<file path="config.mk">
export PLATFORM = sky130hd
export DESIGN_NAME = tftp_packet_parser_unit
export DESIGN_NICKNAME = d
export VERILOG_FILES = /design/src/rtl/tpp_pkg.sv /design/src/rtl/tpp_in_stage.sv /design/src/rtl/tpp_parse_core.sv /design/src/rtl/tftp_packet_parser_unit.sv
export SDC_FILE = /design/constraint.sdc
export NUM_CORES = 1
export LEC_CHECK = 0
export ABC_CLOCK_PERIOD_IN_PS = 4050
export BUFFER_PORTS_ARGS = -buffer_cell sky130_fd_sc_hd__buf_4
export CORE_UTILIZATION = 52
export CTS_CLUSTER_SIZE = 25
export DETAILED_ROUTE_END_ITERATION = 12
export PLACE_DENSITY = 0.72
export SYNTH_ARGS = -nofsm -noshare
export SYNTH_HDL_FRONTEND = slang
export SYNTH_SLANG_ARGS = --single-unit
export TNS_END_PERCENT = 10
</file>
<file path="constraint.sdc">
create_clock -name clk -period 4.05 [get_ports clk]
set_input_delay 0.81 -clock clk [delete_from_list [all_inputs] [get_ports clk]]
set_output_delay 0.81 -clock clk [all_outputs]
set_load 0.05 [all_outputs]
</file>
<file path="src/rtl/tpp_pkg.sv">
// ----------------------------------------------------------------------------
// tpp_pkg: shared types and constants for the tftp packet parser
// Opcodes, field kinds, status codes, widths and the transfer structs.
// ----------------------------------------------------------------------------
package tpp_pkg;

    // longest packet that is parsed; later bytes are flagged as overlength
    localparam int MAX_PACKET_BYTES = 1024;

    // byte position saturates at MAX_PACKET_BYTES + 1
    localparam int POS_W  = $clog2(MAX_PACKET_BYTES + 2);
    localparam int OFF_W  = 11;
    localparam int DLEN_W = 10;

    localparam logic [POS_W-1:0]  POS_MAX    = POS_W'(MAX_PACKET_BYTES);
    localparam logic [OFF_W-1:0]  OFF_MAX    = {OFF_W{1'b1}};
    localparam logic [DLEN_W-1:0] DLEN_MAX   = {DLEN_W{1'b1}};

    // opcodes
    localparam logic [15:0] OP_RRQ   = 16'd1;
    localparam logic [15:0] OP_WRQ   = 16'd2;
    localparam logic [15:0] OP_DATA  = 16'd3;
    localparam logic [15:0] OP_ACK   = 16'd4;
    localparam logic [15:0] OP_ERROR = 16'd5;

    // field kinds
    localparam logic [2:0] FK_OPCODE   = 3'd0;
    localparam logic [2:0] FK_FILENAME = 3'd1;
    localparam logic [2:0] FK_MODE     = 3'd2;
    localparam logic [2:0] FK_BLOCK    = 3'd3;
    localparam logic [2:0] FK_DATA     = 3'd4;
    localparam logic [2:0] FK_ERRCODE  = 3'd5;
    localparam logic [2:0] FK_ERRTEXT  = 3'd6;
    localparam logic [2:0] FK_IGNORED  = 3'd7;

    // status codes
    localparam logic [1:0] ST_OK        = 2'd0;
    localparam logic [1:0] ST_SHORT     = 2'd1;
    localparam logic [1:0] ST_BAD_OP    = 2'd2;
    localparam logic [1:0] ST_OVERLONG  = 2'd3;

    // string phase of request and error packets
    typedef enum logic [1:0] {
        PHASE_FIRST  = 2'd0,
        PHASE_SECOND = 2'd1,
        PHASE_DONE   = 2'd2
    } phase_t;

    // one input byte
    typedef struct packed {
        logic [7:0] in_byte;
        logic       is_last;
    } in_item_t;

    // one tagged result
    typedef struct packed {
        logic [7:0]        out_byte;
        logic [2:0]        field_kind;
        logic [OFF_W-1:0]  field_offset;
        logic              packet_end;
        logic [1:0]        status;
        logic [15:0]       opcode;
        logic [15:0]       block_number;
        logic [15:0]       error_code;
        logic [DLEN_W-1:0] payload_len;
    } out_item_t;

endpackage

</file>
<file path="src/rtl/tpp_in_stage.sv">
// ----------------------------------------------------------------------------
// tpp_in_stage: input register
// Captures one byte per transfer and holds it until the parser takes it.
// ----------------------------------------------------------------------------
module tpp_in_stage (
    input  logic              clk,
    input  logic              rst_n,
    input  logic              item_valid,
    output logic              item_ready,
    input  tpp_pkg::in_item_t item,
    input  logic              pop,
    output logic              hold_valid,
    output tpp_pkg::in_item_t hold_item
);

    logic              valid_reg;
    logic              valid_next;
    tpp_pkg::in_item_t item_reg;
    logic              load;

    // space when empty or when the held byte leaves this cycle
    assign item_ready = !valid_reg || pop;
    assign load       = item_valid && item_ready;

    // occupancy
    always_comb
    begin
        valid_next = valid_reg;
        if (load)
        begin
            valid_next = 1'b1;
        end
        else if (pop)
        begin
            valid_next = 1'b0;
        end
    end

    always_ff @(posedge clk or negedge rst_n)
    begin
        if (!rst_n)
        begin
            valid_reg <= 1'b0;
        end
        else
        begin
            valid_reg <= valid_next;
        end
    end

    // payload, no reset
    always_ff @(posedge clk)
    begin
        if (load)
        begin
            item_reg <= item;
        end
    end

    assign hold_valid = valid_reg;
    assign hold_item  = item_reg;

endmodule

</file>
<file path="src/rtl/tpp_parse_core.sv">
// ----------------------------------------------------------------------------
// tpp_parse_core: per-packet parse state and byte decode
// Tags the held byte with its field and offset, builds the end-of-packet
// summary and updates the packet state when the byte moves on.
// ----------------------------------------------------------------------------
module tpp_parse_core (
    input  logic               clk,
    input  logic               rst_n,
    input  tpp_pkg::in_item_t  hold_item,
    input  logic               advance,
    output tpp_pkg::out_item_t result_next
);

    logic [tpp_pkg::POS_W-1:0] pos_reg;
    logic [tpp_pkg::POS_W-1:0] pos_next;
    logic [15:0]               opcode_reg;
    logic [15:0]               opcode_next;
    logic [15:0]               word_reg;
    logic [15:0]               word_next;
    tpp_pkg::phase_t           phase_reg;
    tpp_pkg::phase_t           phase_next;
    logic [tpp_pkg::OFF_W-1:0] offset_reg;
    logic [tpp_pkg::OFF_W-1:0] offset_next;

    logic [7:0]                b;
    logic [2:0]                kind;
    logic [tpp_pkg::OFF_W-1:0] off;
    logic [31:0]               data_off;
    logic [31:0]               pay_count;
    logic [1:0]                st;
    logic                      op_str;
    logic                      op_blk;
    logic                      op_known;

    assign b        = hold_item.in_byte;
    assign op_str   = (opcode_reg == tpp_pkg::OP_RRQ) || (opcode_reg == tpp_pkg::OP_WRQ)
                   || (opcode_reg == tpp_pkg::OP_ERROR);
    assign op_blk   = (opcode_reg == tpp_pkg::OP_DATA) || (opcode_reg == tpp_pkg::OP_ACK);
    assign data_off = 32'(pos_reg) - 32'd4;

    // field tagging and state update for this byte
    always_comb
    begin
        kind        = tpp_pkg::FK_IGNORED;
        off         = '0;
        opcode_next = opcode_reg;
        word_next   = word_reg;
        phase_next  = phase_reg;
        offset_next = offset_reg;
        if (pos_reg < tpp_pkg::POS_MAX)
        begin
            if (pos_reg < tpp_pkg::POS_W'(2))
            begin
                kind        = tpp_pkg::FK_OPCODE;
                off         = tpp_pkg::OFF_W'(pos_reg[0]);
                opcode_next = {opcode_reg[7:0], b};
            end
            else if (op_str)
            begin
                if ((opcode_reg == tpp_pkg::OP_ERROR) && (pos_reg < tpp_pkg::POS_W'(4)))
                begin
                    kind      = tpp_pkg::FK_ERRCODE;
                    off       = tpp_pkg::OFF_W'(pos_reg[0]);
                    word_next = {word_reg[7:0], b};
                end
                else if ((phase_reg != tpp_pkg::PHASE_DONE)
                      && ((opcode_reg != tpp_pkg::OP_ERROR)
                          || (phase_reg == tpp_pkg::PHASE_FIRST)))
                begin
                    if (b == 8'd0)
                    begin
                        // zero terminator closes the current string
                        if ((opcode_reg == tpp_pkg::OP_ERROR)
                            || (phase_reg == tpp_pkg::PHASE_SECOND))
                        begin
                            phase_next = tpp_pkg::PHASE_DONE;
                        end
                        else
                        begin
                            phase_next = tpp_pkg::PHASE_SECOND;
                        end
                        offset_next = '0;
                    end
                    else
                    begin
                        if (opcode_reg == tpp_pkg::OP_ERROR)
                        begin
                            kind = tpp_pkg::FK_ERRTEXT;
                        end
                        else if (phase_reg == tpp_pkg::PHASE_SECOND)
                        begin
                            kind = tpp_pkg::FK_MODE;
                        end
                        else
                        begin
                            kind = tpp_pkg::FK_FILENAME;
                        end
                        off = offset_reg;
                        if (offset_reg != tpp_pkg::OFF_MAX)
                        begin
                            offset_next = offset_reg + 1'b1;
                        end
                    end
                end
            end
            else if (op_blk)
            begin
                if (pos_reg < tpp_pkg::POS_W'(4))
                begin
                    kind      = tpp_pkg::FK_BLOCK;
                    off       = tpp_pkg::OFF_W'(pos_reg[0]);
                    word_next = {word_reg[7:0], b};
                end
                else if (opcode_reg == tpp_pkg::OP_DATA)
                begin
                    kind = tpp_pkg::FK_DATA;
                    if (data_off > 32'(tpp_pkg::OFF_MAX))
                    begin
                        off = tpp_pkg::OFF_MAX;
                    end
                    else
                    begin
                        off = data_off[tpp_pkg::OFF_W-1:0];
                    end
                end
            end
        end
    end

    // saturating byte count, this byte included
    assign pos_next  = (pos_reg <= tpp_pkg::POS_MAX) ? pos_reg + 1'b1 : pos_reg;
    assign pay_count = 32'(pos_next) - 32'd4;
    assign op_known  = (opcode_next >= tpp_pkg::OP_RRQ) && (opcode_next <= tpp_pkg::OP_ERROR);

    // packet status, overlength first
    always_comb
    begin
        if (pos_next > tpp_pkg::POS_MAX)
        begin
            st = tpp_pkg::ST_OVERLONG;
        end
        else if (pos_next < tpp_pkg::POS_W'(2))
        begin
            st = tpp_pkg::ST_SHORT;
        end
        else if (!op_known)
        begin
            st = tpp_pkg::ST_BAD_OP;
        end
        else if ((opcode_next >= tpp_pkg::OP_DATA) && (pos_next < tpp_pkg::POS_W'(4)))
        begin
            st = tpp_pkg::ST_SHORT;
        end
        else
        begin
            st = tpp_pkg::ST_OK;
        end
    end

    // result assembly, summary only on the last byte
    always_comb
    begin
        result_next              = '0;
        result_next.out_byte     = b;
        result_next.field_kind   = kind;
        result_next.field_offset = off;
        result_next.packet_end   = hold_item.is_last;
        if (hold_item.is_last)
        begin
            result_next.status = st;
            if (pos_next >= tpp_pkg::POS_W'(2))
            begin
                result_next.opcode = opcode_next;
            end
            if ((st == tpp_pkg::ST_OK)
                && ((opcode_next == tpp_pkg::OP_DATA) || (opcode_next == tpp_pkg::OP_ACK)))
            begin
                result_next.block_number = word_next;
            end
            if ((st == tpp_pkg::ST_OK) && (opcode_next == tpp_pkg::OP_ERROR))
            begin
                result_next.error_code = word_next;
            end
            if ((st == tpp_pkg::ST_OK) && (opcode_next == tpp_pkg::OP_DATA))
            begin
                if (pay_count > 32'(tpp_pkg::DLEN_MAX))
                begin
                    result_next.payload_len = tpp_pkg::DLEN_MAX;
                end
                else
                begin
                    result_next.payload_len = pay_count[tpp_pkg::DLEN_W-1:0];
                end
            end
        end
    end

    // packet state, cleared after the last byte
    always_ff @(posedge clk or negedge rst_n)
    begin
        if (!rst_n)
        begin
            pos_reg    <= '0;
            opcode_reg <= '0;
            word_reg   <= '0;
            phase_reg  <= tpp_pkg::PHASE_FIRST;
            offset_reg <= '0;
        end
        else if (advance)
        begin
            if (hold_item.is_last)
            begin
                pos_reg    <= '0;
                opcode_reg <= '0;
                word_reg   <= '0;
                phase_reg  <= tpp_pkg::PHASE_FIRST;
                offset_reg <= '0;
            end
            else
            begin
                pos_reg    <= pos_next;
                opcode_reg <= opcode_next;
                word_reg   <= word_next;
                phase_reg  <= phase_next;
                offset_reg <= offset_next;
            end
        end
    end

    // checks
    a_pos_bound: assert property (@(posedge clk) disable iff (!rst_n)
        pos_reg <= tpp_pkg::POS_MAX + 1'b1)
        else $error("byte position beyond saturation");

    a_restart: assert property (@(posedge clk) disable iff (!rst_n)
        advance && hold_item.is_last |=> pos_reg == '0 && phase_reg == tpp_pkg::PHASE_FIRST
                                         && offset_reg == '0)
        else $error("state not cleared after last byte");

    a_hold: assert property (@(posedge clk) disable iff (!rst_n)
        !advance |=> $stable(pos_reg) && $stable(opcode_reg) && $stable(phase_reg))
        else $error("packet state moved without a byte");

endmodule

</file>
<file path="src/rtl/tftp_packet_parser_unit.sv">
// ----------------------------------------------------------------------------
// tftp_packet_parser_unit: tftp packet parser, one byte per transfer
// Path: each byte is held in the input register, then decoded into the
// result register. Throughput: one byte per cycle unless result_ready stalls,
// set by the single-pass decode against the per-packet state registers
// between input and result registers.
// Reset: rst_n clears both valid flags and the packet state.
// ----------------------------------------------------------------------------
module tftp_packet_parser_unit (
    input  logic               clk,
    input  logic               rst_n,
    input  logic               item_valid,
    output logic               item_ready,
    input  tpp_pkg::in_item_t  item,
    output logic               result_valid,
    input  logic               result_ready,
    output tpp_pkg::out_item_t result
);

    logic               hold_valid;
    tpp_pkg::in_item_t  hold_item;
    logic               advance;
    tpp_pkg::out_item_t result_next;
    logic               res_valid_reg;
    logic               res_valid_next;
    tpp_pkg::out_item_t res_reg;

    // held byte moves on when the result register is free or draining
    assign advance = hold_valid && (!res_valid_reg || result_ready);

    tpp_in_stage u_in_stage (
        .clk        (clk),
        .rst_n      (rst_n),
        .item_valid (item_valid),
        .item_ready (item_ready),
        .item       (item),
        .pop        (advance),
        .hold_valid (hold_valid),
        .hold_item  (hold_item)
    );

    tpp_parse_core u_parse_core (
        .clk         (clk),
        .rst_n       (rst_n),
        .hold_item   (hold_item),
        .advance     (advance),
        .result_next (result_next)
    );

    // result register occupancy
    always_comb
    begin
        res_valid_next = res_valid_reg;
        if (advance)
        begin
            res_valid_next = 1'b1;
        end
        else if (result_ready)
        begin
            res_valid_next = 1'b0;
        end
    end

    always_ff @(posedge clk or negedge rst_n)
    begin
        if (!rst_n)
        begin
            res_valid_reg <= 1'b0;
        end
        else
        begin
            res_valid_reg <= res_valid_next;
        end
    end

    always_ff @(posedge clk)
    begin
        if (advance)
        begin
            res_reg <= result_next;
        end
    end

    assign result_valid = res_valid_reg;
    assign result       = res_reg;

    // checks
    a_full_accept: assert property (@(posedge clk) disable iff (!rst_n)
        item_valid && item_ready && hold_valid |-> advance)
        else $error("input transfer into an occupied stage");

    a_summary_zero: assert property (@(posedge clk) disable iff (!rst_n)
        result_valid && !result.packet_end |-> result.status == tpp_pkg::ST_OK
            && result.opcode == '0 && result.block_number == '0
            && result.error_code == '0 && result.payload_len == '0)
        else $error("summary fields set before packet end");

    a_ignored_off: assert property (@(posedge clk) disable iff (!rst_n)
        result_valid && result.field_kind == tpp_pkg::FK_IGNORED |-> result.field_offset == '0)
        else $error("ignored byte with non-zero offset");

    a_result_follows: assert property (@(posedge clk) disable iff (!rst_n)
        advance |=> result_valid)
        else $error("decoded byte lost");

endmodule
</file>
==> results of run 1 <==
## where the power goes
| part | internal (W) | leakage [nW] | switching, W | total, W |
|---|---|---|---|---|
| clock network | 0.000841 | 0.258 | 0.000621 | 0.00146 |
| registers | 0.00178 | 1.70 | 0.000118 | 0.00189 |
| logic | 0.000337 | 1.54 | 0.000756 | 0.00109 |
## logic make-up (layout without fill, tap and decap cells)
kind of cell / after synthesis / after routing / share of synthesized area (%)
AND/OR/NAND/NOR: 249 / 249 / 16.2
adder cells (fa/ha/maj): 6 / 6 / 1.02
buffers and inverters: 60 / 172 / 3.52
AO/OA/AOI/OAI: 172 / 172 / 16.6
multiplexers: 29 / 29 / 4.03
XOR/XNOR: 14 / 14 / 1.66
flip-flops: 150 / 150 / 57.0
## area by class of cell
cell class                 count  area, µm²  share of cell area [%]
sequential                   150       4210                    47.3
multi-input combinational    470       2930                    32.8
timing repair buffer         128        961                    10.8
clock buffer                  20        437                    4.90
tap                          180        225                    2.53
clock inverter                12        103                    1.15
inverter                      12       46.3                   0.520
## metal layers
layer | up-vias | share of wire [%] | GRT usage (%)
li1 | 2751 | - | -
met1 | 2883 | 43 | 34.1
met2 | 200 | 49 | 42.3
met3 | 34 | 5.6 | 5.22
met4 | 0 | 2.1 | 11.6
met5 | - | 0 | 0
## layout by cell type, fill, tap and decap left out, types with 17 or more instances in the layout
master / Yosys / final
a21oi_1: 37 / 37
a22o_1: 31 / 31
buf_4: 0 / 128
clkbuf_16: 0 / 17
dfrtp_1: 58 / 58
edfxtp_1: 92 / 92
mux2i_1: 25 / 25
nand2_1: 79 / 79
nor2_1: 49 / 49
nor3_1: 46 / 46
o21ai_0: 36 / 36
## worst reg2reg max path, delay by kind of cell (launching register included)
| family | cells | cell delay, ns |
|---|---|---|
| flip-flops | 1 | 0.51 |
| AND/OR/NAND/NOR | 3 | 1.37 |
| adder cells (fa/ha/maj) | 1 | 0.24 |
| AO/OA/AOI/OAI | 7 | 1.05 |
| buffers and inverters | 2 | 0.35 |
## worst paths after layout
kind	start	end	cells past startpoint
max	u_parse_core.pos_reg[1]	result[18]	13
min	rst_n	u_parse_core.offset_reg[2]	1
max reg2reg	u_parse_core.pos_reg[1]	result[18]	13
min reg2reg	u_parse_core.word_reg[15]	u_parse_core.word_reg[15]	2
max in group asynchronous	rst_n	u_parse_core.word_reg[8]	1
min in group clk	u_parse_core.word_reg[15]	u_parse_core.word_reg[15]	2
## metrics by stage
stage	cell area, µm²	worst slack (ns)	util, %	power, W
floorplan	7390	0.668	-	0.00267
global placement	8370	0.394	60.3	0.00298
detailed placement	8370	0.248	60.3	0.00301
CTS	8910	0.203	64.2	0.00446
global route	8910	0.0919	64.2	0.00462
finish	8910	0.348	64.2	0.00445
## repair_timing
action,in CTS,in global routing
gates resized for setup,0,1
setup buffers,0,0
endpoints found under the setup margin,0,20
endpoints found under the hold margin,0,0
==> results.cfg, run 1 <==
[run_status]
status = finished clean

[critical_path]
crit_type = flip-flop to flip-flop
crit_chain = or4_1 > o31ai_1 > a21oi_1 > a21oi_1 > inv_1 > ha_1 > o21ai_0 > o21ai_2 > o211ai_2 > a2bb2oi_1 > or4_4 > buf_4 > nor3_1
cp_num_buf_inv = 2
crit_slowest_cell = or4_4
cp_top_family = simple AND/OR/NAND/NOR gates
crit_path_frequent_cell = a21oi_1
required_ns = 4.30
cp-start-kind = flip-flop
cp-end-kind = flip-flop
slowest_delay_ns = 0.59
reg2reg_slack_ns = 0.35
crit_arrival_ns = 3.95
path_max_fanout = 16

[global_route]
gr-usage-all-layers_pct = 26.1
antenna_found_initial = 0
grt_pass1_vias = 5715
grt_max_degree = 63
grt_pass1_wl_um = 29200
grt_overflow_total = 0

[finish]
area_delta_synth_final_pct = 20.6
final_cells = 972
diodes = 0
num-fill-cells = 1121
largest_reg_flops = 83
num-nets-final = 798
drive_above_1_share_pct = 22.1

[floorplanning]
rows = 43
initial_utilization_pct = 53.2
core_area_mm2 = 0.0139
dieArea_mm2 = 0.0147
ioPinCount = 98
die_y_um = 121
die_x_um = 121

[routing]
drc_errors = 0
vias = 5868
drtAntennaViolNets = 0
totalWireLength_um = 18300
drt_iter0_markers = 538
first_pass_iters = 5
wl_per_cell_um = 18.8
avgViaCountPerCell = 6.04

[clock_tree]
ctsLongestPathBuffers = 2
root_buffer = clkbuf_16
cts.htree.levels = 4
cts_hold_buf = 0
clkTransAtPathRegs_ns = 0.06
cts_sinks = 150
cts_tree = yes
clock_latency_ns = 0.43
cts_inserted_buffers = 17

[synth]
synth_area_per_cell_um2 = 10.9
ys_ff_latch = 150
synth-edff-count = 92
yosysMostFrequentCell = edfxtp_1
async_flop_share_pct = 38.7
yosysWarnings = 0
synthCells = 680
synth_cell_types = 63
synthesis.nets = 699
synth_top_cell_by_area = edfxtp_1
syn_area_mm2 = 0.00739
ys_top_cells_by_count = edfxtp_1, nand2_1, dfrtp_1
synth_ff_type = edfxtp_1
seq_area_frac_synth_pct = 57.0
synth_top_area_share_pct = 37.4
yosys-top-cells-area = edfxtp_1, dfrtp_1, nand2_1, a22o_1, mux2i_1

[timing]
rsz0062_at_grt = no
hold_ws_ns = 0.431
drv_slew = 0
fmax_mhz = 270
finClkSkew_ns = 0.00761
worstMarginPinSlew_ns = 1.19
finalSetupViolations = 0
final.period_utilization_pct = 91.4
fin_crit_ns = 3.70
slew_headroom_pct = 19.8
final-hold-violation-count = 0
setup_tns_ns = 0

[job]
cap_violations = 0

[placed_design]
place.detailed.hpwl_um = 12500
place_inst = 940
port_buffers = 97
gp_congestion = 0.923

[pwr]
power.density_mw_per_mm2 = 499
vdd.ir_drop.worst_uv = 321
p_leak_nw = 3.49

[hold_path]
hp-class = primary input to async pin
Note: power is estimated with default switching activity, not from simulation.
==> run 2, diff against run 1 <==
--- a/config.mk
+++ b/config.mk
@@ -7,7 +7,9 @@
 export LEC_CHECK = 0
 export ABC_CLOCK_PERIOD_IN_PS = 4050
 export BUFFER_PORTS_ARGS = -buffer_cell sky130_fd_sc_hd__buf_4
-export CORE_UTILIZATION = 52
+export CELL_PAD_IN_SITES_DETAIL_PLACEMENT = 1
+export CELL_PAD_IN_SITES_GLOBAL_PLACEMENT = 1
+export CORE_UTILIZATION = 41
 export CTS_CLUSTER_SIZE = 25
 export DETAILED_ROUTE_END_ITERATION = 12
 export PLACE_DENSITY = 0.72
==> results.cfg, run 2 (same netlist as run 1, synthesis figures left out) <==
[floorplanning]
rows = 48
ioPinCount = 98
core_area_mm2 = 0.0175
die_y_um = 136
dieArea_mm2 = 0.0186
die_x_um = 136
initial_utilization_pct = 42.3

[routing]
wl_per_cell_um = 21.1
vias = 5892
drtAntennaViolNets = 0
totalWireLength_um = 21400
drt_iter0_markers = 461
avgViaCountPerCell = 5.82
first_pass_iters = 5
drc_errors = 0

[timing]
finClkSkew_ns = 0.00711
final.period_utilization_pct = 92.1
fin_crit_ns = 3.73
rsz0062_at_grt = no
slew_headroom_pct = 22.7
fmax_mhz = 268
setup_ws_ns = 0.320
final-hold-violation-count = 0
finalSetupViolations = 0
drv_slew = 0
worstMarginPinSlew_ns = 1.15
setup_tns_ns = 0

[finish]
diodes = 0
final_cell_area_mm2 = 0.00897
largest_reg_flops = 83
num-nets-final = 794
area_delta_synth_final_pct = 21.4
final_common_cell = buf_4
num-fill-cells = 1896
drive_above_1_share_pct = 22.1
layout_common_cells = buf_4, edfxtp_1, nand2_1

[critical_path]
cp-start-kind = flip-flop
crit_type = flip-flop to flip-flop
slowest_delay_ns = 0.70
required_ns = 4.24
crit_slowest_cell = or4_4
path_max_fanout = 11
crit_arrival_ns = 3.92
crit_chain = ha_1 > nand2_1 > o21a_1 > a211oi_2 > and2_0 > a41oi_1 > or4_4 > a2111oi_0
cp-end-kind = flip-flop

[pwr]
vdd.ir_drop.worst_uv = 327
p_seq_share_pct = 41.6
p_leak_nw = 3.48
cell_internal_pwr_w = 0.00297
power.density_mw_per_mm2 = 509
pwr-share-clk_pct = 33.9
switching_share_pct = 35.0
switching_power_w = 0.00160
pwr-share-comb_pct = 24.5

[global_route]
gr-usage-all-layers_pct = 24.5
grt_pass1_wl_um = 34100
antenna_found_initial = 0
grt_max_degree = 59
grt_overflow_total = 0
grt_pass1_vias = 6048

[clock_tree]
cts.htree.levels = 4
cts_sinks = 150
clock_latency_ns = 0.43
cts_tree = yes
root_buffer = clkbuf_16
clkTransAtPathRegs_ns = 0.07
cts_hold_buf = 0
ctsLongestPathBuffers = 2
cts_inserted_buffers = 17

[run_status]
status = finished clean

[job]
cap_violations = 0

[placed_design]
place_ws_ns = 0.214
gp_congestion = 0.918
place.detailed.hpwl_um = 14800
port_buffers = 97
place_area_mm2 = 0.00839

[hold_path]
hp-class = primary input to async pin
## run 2: changes by cell type in the layout (fill, tap and decap cells not counted), sizes merged
cell      delta
clkinvlp     +2
clkinv       -4
buf          -4
inv          +4
clkbuf       -2
## run 2: final cells by class
type	instances	area, µm²	share of cell area, %
sequential	150	4210	47.0
inverter	12	46.3	0.516
clock buffer	18	429	4.78
tap	225	282	3.14
clock inverter	14	145	1.62
multi-input combinational	470	2930	32.6
timing repair buffer	124	931	10.4
## run 2: routing by layer
layer	GRT usage (%)	vias to the layer above	wire, µm
met4	7.47	0	308
met5	0	-	0
met1	32.6	2990	9510
met2	40.6	138	10800
li1	-	2736	-
met3	4.40	28	738
## run 2: what timing repair did
action | CTS | global route
endpoints found under the setup margin | 0 | 22
gates resized for setup | 0 | 1
buffers inserted | 0 | 0
## run 2: stage by stage
step,instances,util (%),hold slack (ns),total power [W]
floorplan,680,-,0.421,0.00267
global placement,981,48.0,0.458,0.00300
detailed placement,981,48.0,0.490,0.00304
CTS,1013,51.3,0.499,0.00459
global route,1013,51.3,0.512,0.00475
finish,1013,51.3,0.457,0.00456
## run 2: worst max-delay path: cells and delay by family, from the launching register on
kind	cells	cell delay (ns)
and+or+nand+nor	3	1.24
DFF	1	0.55
AOI/OAI and AO/OA	4	1.23
adders and majority gates	1	0.46
## run 2: final timing paths
path | start | endpoint | slack (ns) | cells after the start
min in group clk | u_in_stage.hold_valid | result_valid | 0.50 | 1
worst max register to register | u_parse_core.pos_reg[1] | result[0] | 0.32 | 8
worst max-delay path | u_parse_core.pos_reg[1] | result[0] | 0.32 | 8
worst min register to register | u_in_stage.hold_valid | result_valid | 0.50 | 1
max in group asynchronous | rst_n | u_parse_core.word_reg[1] | 3.03 | 1
worst min-delay path | rst_n | u_parse_core.offset_reg[4] | 0.46 | 1
## run 2: power by group through the flow
stage,clock [W],sequential (W),combinational [W]
floorplan,0,0.00212,0.000550
global placement,0,0.00192,0.00108
detailed placement,0,0.00193,0.00111
CTS,0.00157,0.00190,0.00112
global route,0.00163,0.00191,0.00120
finish,0.00155,0.00190,0.00112
==> run 3, diff against run 2 <==
--- a/config.mk
+++ b/config.mk
@@ -5,15 +5,17 @@
 export SDC_FILE = /design/constraint.sdc
 export NUM_CORES = 1
 export LEC_CHECK = 0
+export ABC_AREA = 1
 export ABC_CLOCK_PERIOD_IN_PS = 4050
 export BUFFER_PORTS_ARGS = -buffer_cell sky130_fd_sc_hd__buf_4
 export CELL_PAD_IN_SITES_DETAIL_PLACEMENT = 1
 export CELL_PAD_IN_SITES_GLOBAL_PLACEMENT = 1
-export CORE_UTILIZATION = 41
+export CORE_MARGIN = 10
+export CORE_UTILIZATION = 40
 export CTS_CLUSTER_SIZE = 25
 export DETAILED_ROUTE_END_ITERATION = 12
 export PLACE_DENSITY = 0.72
 export SYNTH_ARGS = -nofsm -noshare
 export SYNTH_HDL_FRONTEND = slang
 export SYNTH_SLANG_ARGS = --single-unit
-export TNS_END_PERCENT = 10
+export TNS_END_PERCENT = 30
==> results.cfg, run 3 <==
[run_status]
status = finished clean

[global_route]
grt_overflow_total = 0
use_met1_pct = 24.1
busiest_layer = met2
use_met3_pct = 3.04
grt_pass1_wl_um = 36000
grt_max_degree = 61
grt_pass1_vias = 6711
grt_use_met2_pct = 29.7
gr-usage-all-layers_pct = 18.1
antenna_found_initial = 0

[critical_path]
crit_slowest_cell = dfrtp_1
slowest_delay_ns = 0.56
r2r_cells = 12
path_max_fanout = 51
reg2reg_to = result[6]
crit_type = flip-flop to flip-flop
reg2reg_slack_ns = 0.73
cp-end-kind = flip-flop
r2r_start = u_parse_core.pos_reg[10]
cp_top_family = simple AND/OR/NAND/NOR gates
cp_num_buf_inv = 0
crit_path_frequent_cell = nand2_1
cp-start-kind = flip-flop
crit_arrival_ns = 3.50
crit_chain = nor2_2 > nand3_2 > nor2_8 > nand2_1 > o21ai_1 > nand2_1 > nor2_1 > nand2_1 > nor2_2 > nand4_2 > nand4_2 > nor2_1
required_ns = 4.23

[timing]
setup_ws_ns = 0.726
finalSetupViolations = 0
final.period_utilization_pct = 82.1
fmax_mhz = 301
setup_tns_ns = 0
drv_slew = 0
finClkSkew_ns = 0.00830
rsz0062_at_grt = no
fin_crit_ns = 3.32
worstMarginPinSlew_ns = 0.828
final-hold-violation-count = 0
slew_headroom_pct = 44.8

[placed_design]
place_area_mm2 = 0.00857
place_ws_ns = 0.783
gp_congestion = 0.821
port_buffers = 97
place.detailed.hpwl_um = 15500

[clock_tree]
clkTransAtPathRegs_ns = 0.07
cts_inserted_buffers = 17
cts.htree.levels = 4
root_buffer = clkbuf_16
cts_sinks = 150
post_cts_resized = 0
clock_latency_ns = 0.44
ctsLongestPathBuffers = 2
cts_tree = yes
post_cts_buffers = 0
cts_hold_buf = 0

[synth]
synth_top_cell_by_area = edfxtp_1
async_flop_share_pct = 38.7
ys_top_cells_by_count = nand2_1, nor2_1, edfxtp_1
syn_area_mm2 = 0.00764
synthesis.nets = 884
synth_area_per_cell_um2 = 8.83
yosysMostFrequentCell = nand2_1
ys_ff_latch = 150
yosys-top-cells-area = edfxtp_1, dfrtp_1, nand2_1, nor2_1, inv_1
synth_ff_type = edfxtp_1
synth-edff-count = 92
seq_area_frac_synth_pct = 55.2
synthCells = 865
synth_top_area_share_pct = 36.2
yosysWarnings = 0
synth_cell_types = 40

[routing]
drc_errors = 0
drt_iter0_markers = 342
avgViaCountPerCell = 5.24
first_pass_iters = 4
wl_per_cell_um = 18.1
totalWireLength_um = 21900
drtAntennaViolNets = 0
vias = 6337

[pwr]
cell_internal_pwr_w = 0.00354
pwr-share-clk_pct = 23.3
switching_power_w = 0.00300
pwr-share-comb_pct = 44.1
p_leak_nw = 4.10
switching_share_pct = 45.9
power.density_mw_per_mm2 = 716
p_seq_share_pct = 32.7
vdd.ir_drop.worst_uv = 338

[finish]
largest_reg_flops = 83
final_common_cell = nand2_1
area_delta_synth_final_pct = 19.5
num-fill-cells = 2227
drive_above_1_share_pct = 19.1
multi_input_area_mm2 = 0.00291
layout_common_cells = nand2_1, nor2_1, buf_4
diodes = 0
num-nets-final = 981
final_cell_area_mm2 = 0.00913
register_area_mm2 = 0.00421

[hold_path]
hp-class = primary input to async pin

[floorplanning]
core_area_mm2 = 0.0188
ioPinCount = 98
die_x_um = 158
dieArea_mm2 = 0.0250
die_y_um = 158
rows = 50
initial_utilization_pct = 40.7

[job]
cap_violations = 0
-- run 3: changes by cell type after synthesis, sizes merged, moves of 11 or more --
cell | previous run | this run
nand2 | 79 | 230
nor2 | 49 | 144
inv | 12 | 88
nand3 | 16 | 51
o22ai | 3 | 38
a22o | 31 | 0
nor3 | 46 | 15
mux2i | 26 | 0
a21oi | 37 | 22
clkbuf | 28 | 15
a2111oi | 12 | 0
nand2b | 11 | 0
-- run 3: final cells by class --
cell class / instances / share of cell area [%]
flip-flops and latches: 150 / 46.2
repair buffers: 106 / 8.85
inverters: 91 / 3.80
clock inverters: 13 / 1.29
multi-input cells: 596 / 31.8
clock buffers: 19 / 4.85
well taps: 234 / 3.21
-- run 3: cells by family (layout without fill, tap and decap cells) --
group | Yosys count | count (layout) | synth area share (%)
buffers and inverters | 119 | 229 | 6.76
xor gates and xnor gates | 16 | 16 | 1.83
adders and majority gates | 6 | 6 | 0.983
and+or+nand+nor | 461 | 461 | 26.5
AOI/OAI and AO/OA | 113 | 113 | 8.71
DFF | 150 | 150 | 55.2
-- run 3: metal layers --
layer | wire length [µm] | part of all wire, %
met1 | 10300 | 47
met2 | 10500 | 48
met3 | 730 | 3.3
met5 | 0 | 0
met4 | 306 | 1.4
-- run 3: how the worst max path moves through the flow --
stage          slack, ns  cells after the start                     start    endpoint
4_1_cts             0.76                     12  u_parse_core.pos_reg[10]   result[6]
5_1_grt             0.41                     12  u_parse_core.pos_reg[10]   result[6]
6_report            0.73                     12  u_parse_core.pos_reg[10]   result[6]
3_5_place_dp        0.78                     12  u_parse_core.pos_reg[10]  result[30]
3_3_place_gp        0.82                     12  u_parse_core.pos_reg[10]  result[36]
2_1_floorplan       1.28                      5              result_ready   result[0]
-- run 3: worst reg2reg max path, cell delays in order (launching register included) --
cell and delay (ns):
dfrtp_1 0.56, nor2_2 0.28, nand3_2 0.17, nor2_8 0.55
nand2_1 0.16, o21ai_1 0.17, nand2_1 0.08, nor2_1 0.14
nand2_1 0.12, nor2_2 0.23, nand4_2 0.25, nand4_2 0.27
nor2_1 0.08
-- run 3: power by group through the flow --
stage               registers [W]  clock network [W]  logic (W)
CTS                       0.00214            0.00155    0.00291
detailed placement        0.00216                  0    0.00288
finish                    0.00213            0.00152    0.00288
floorplan                 0.00262                  0    0.00168
global placement          0.00215                  0    0.00285
global route              0.00217            0.00161    0.00320
-- run 3: metrics by stage --
stage	utilization (%)	hold slack [ns]	total power, W	std cells
after floorplan	-	0.448	0.00430	865
after detailed placement	45.7	0.492	0.00505	1177
final	48.6	0.479	0.00654	1209
after global routing	48.6	0.522	0.00698	1209
after CTS	48.6	0.503	0.00660	1209
after global placement	45.7	0.464	0.00500	1177
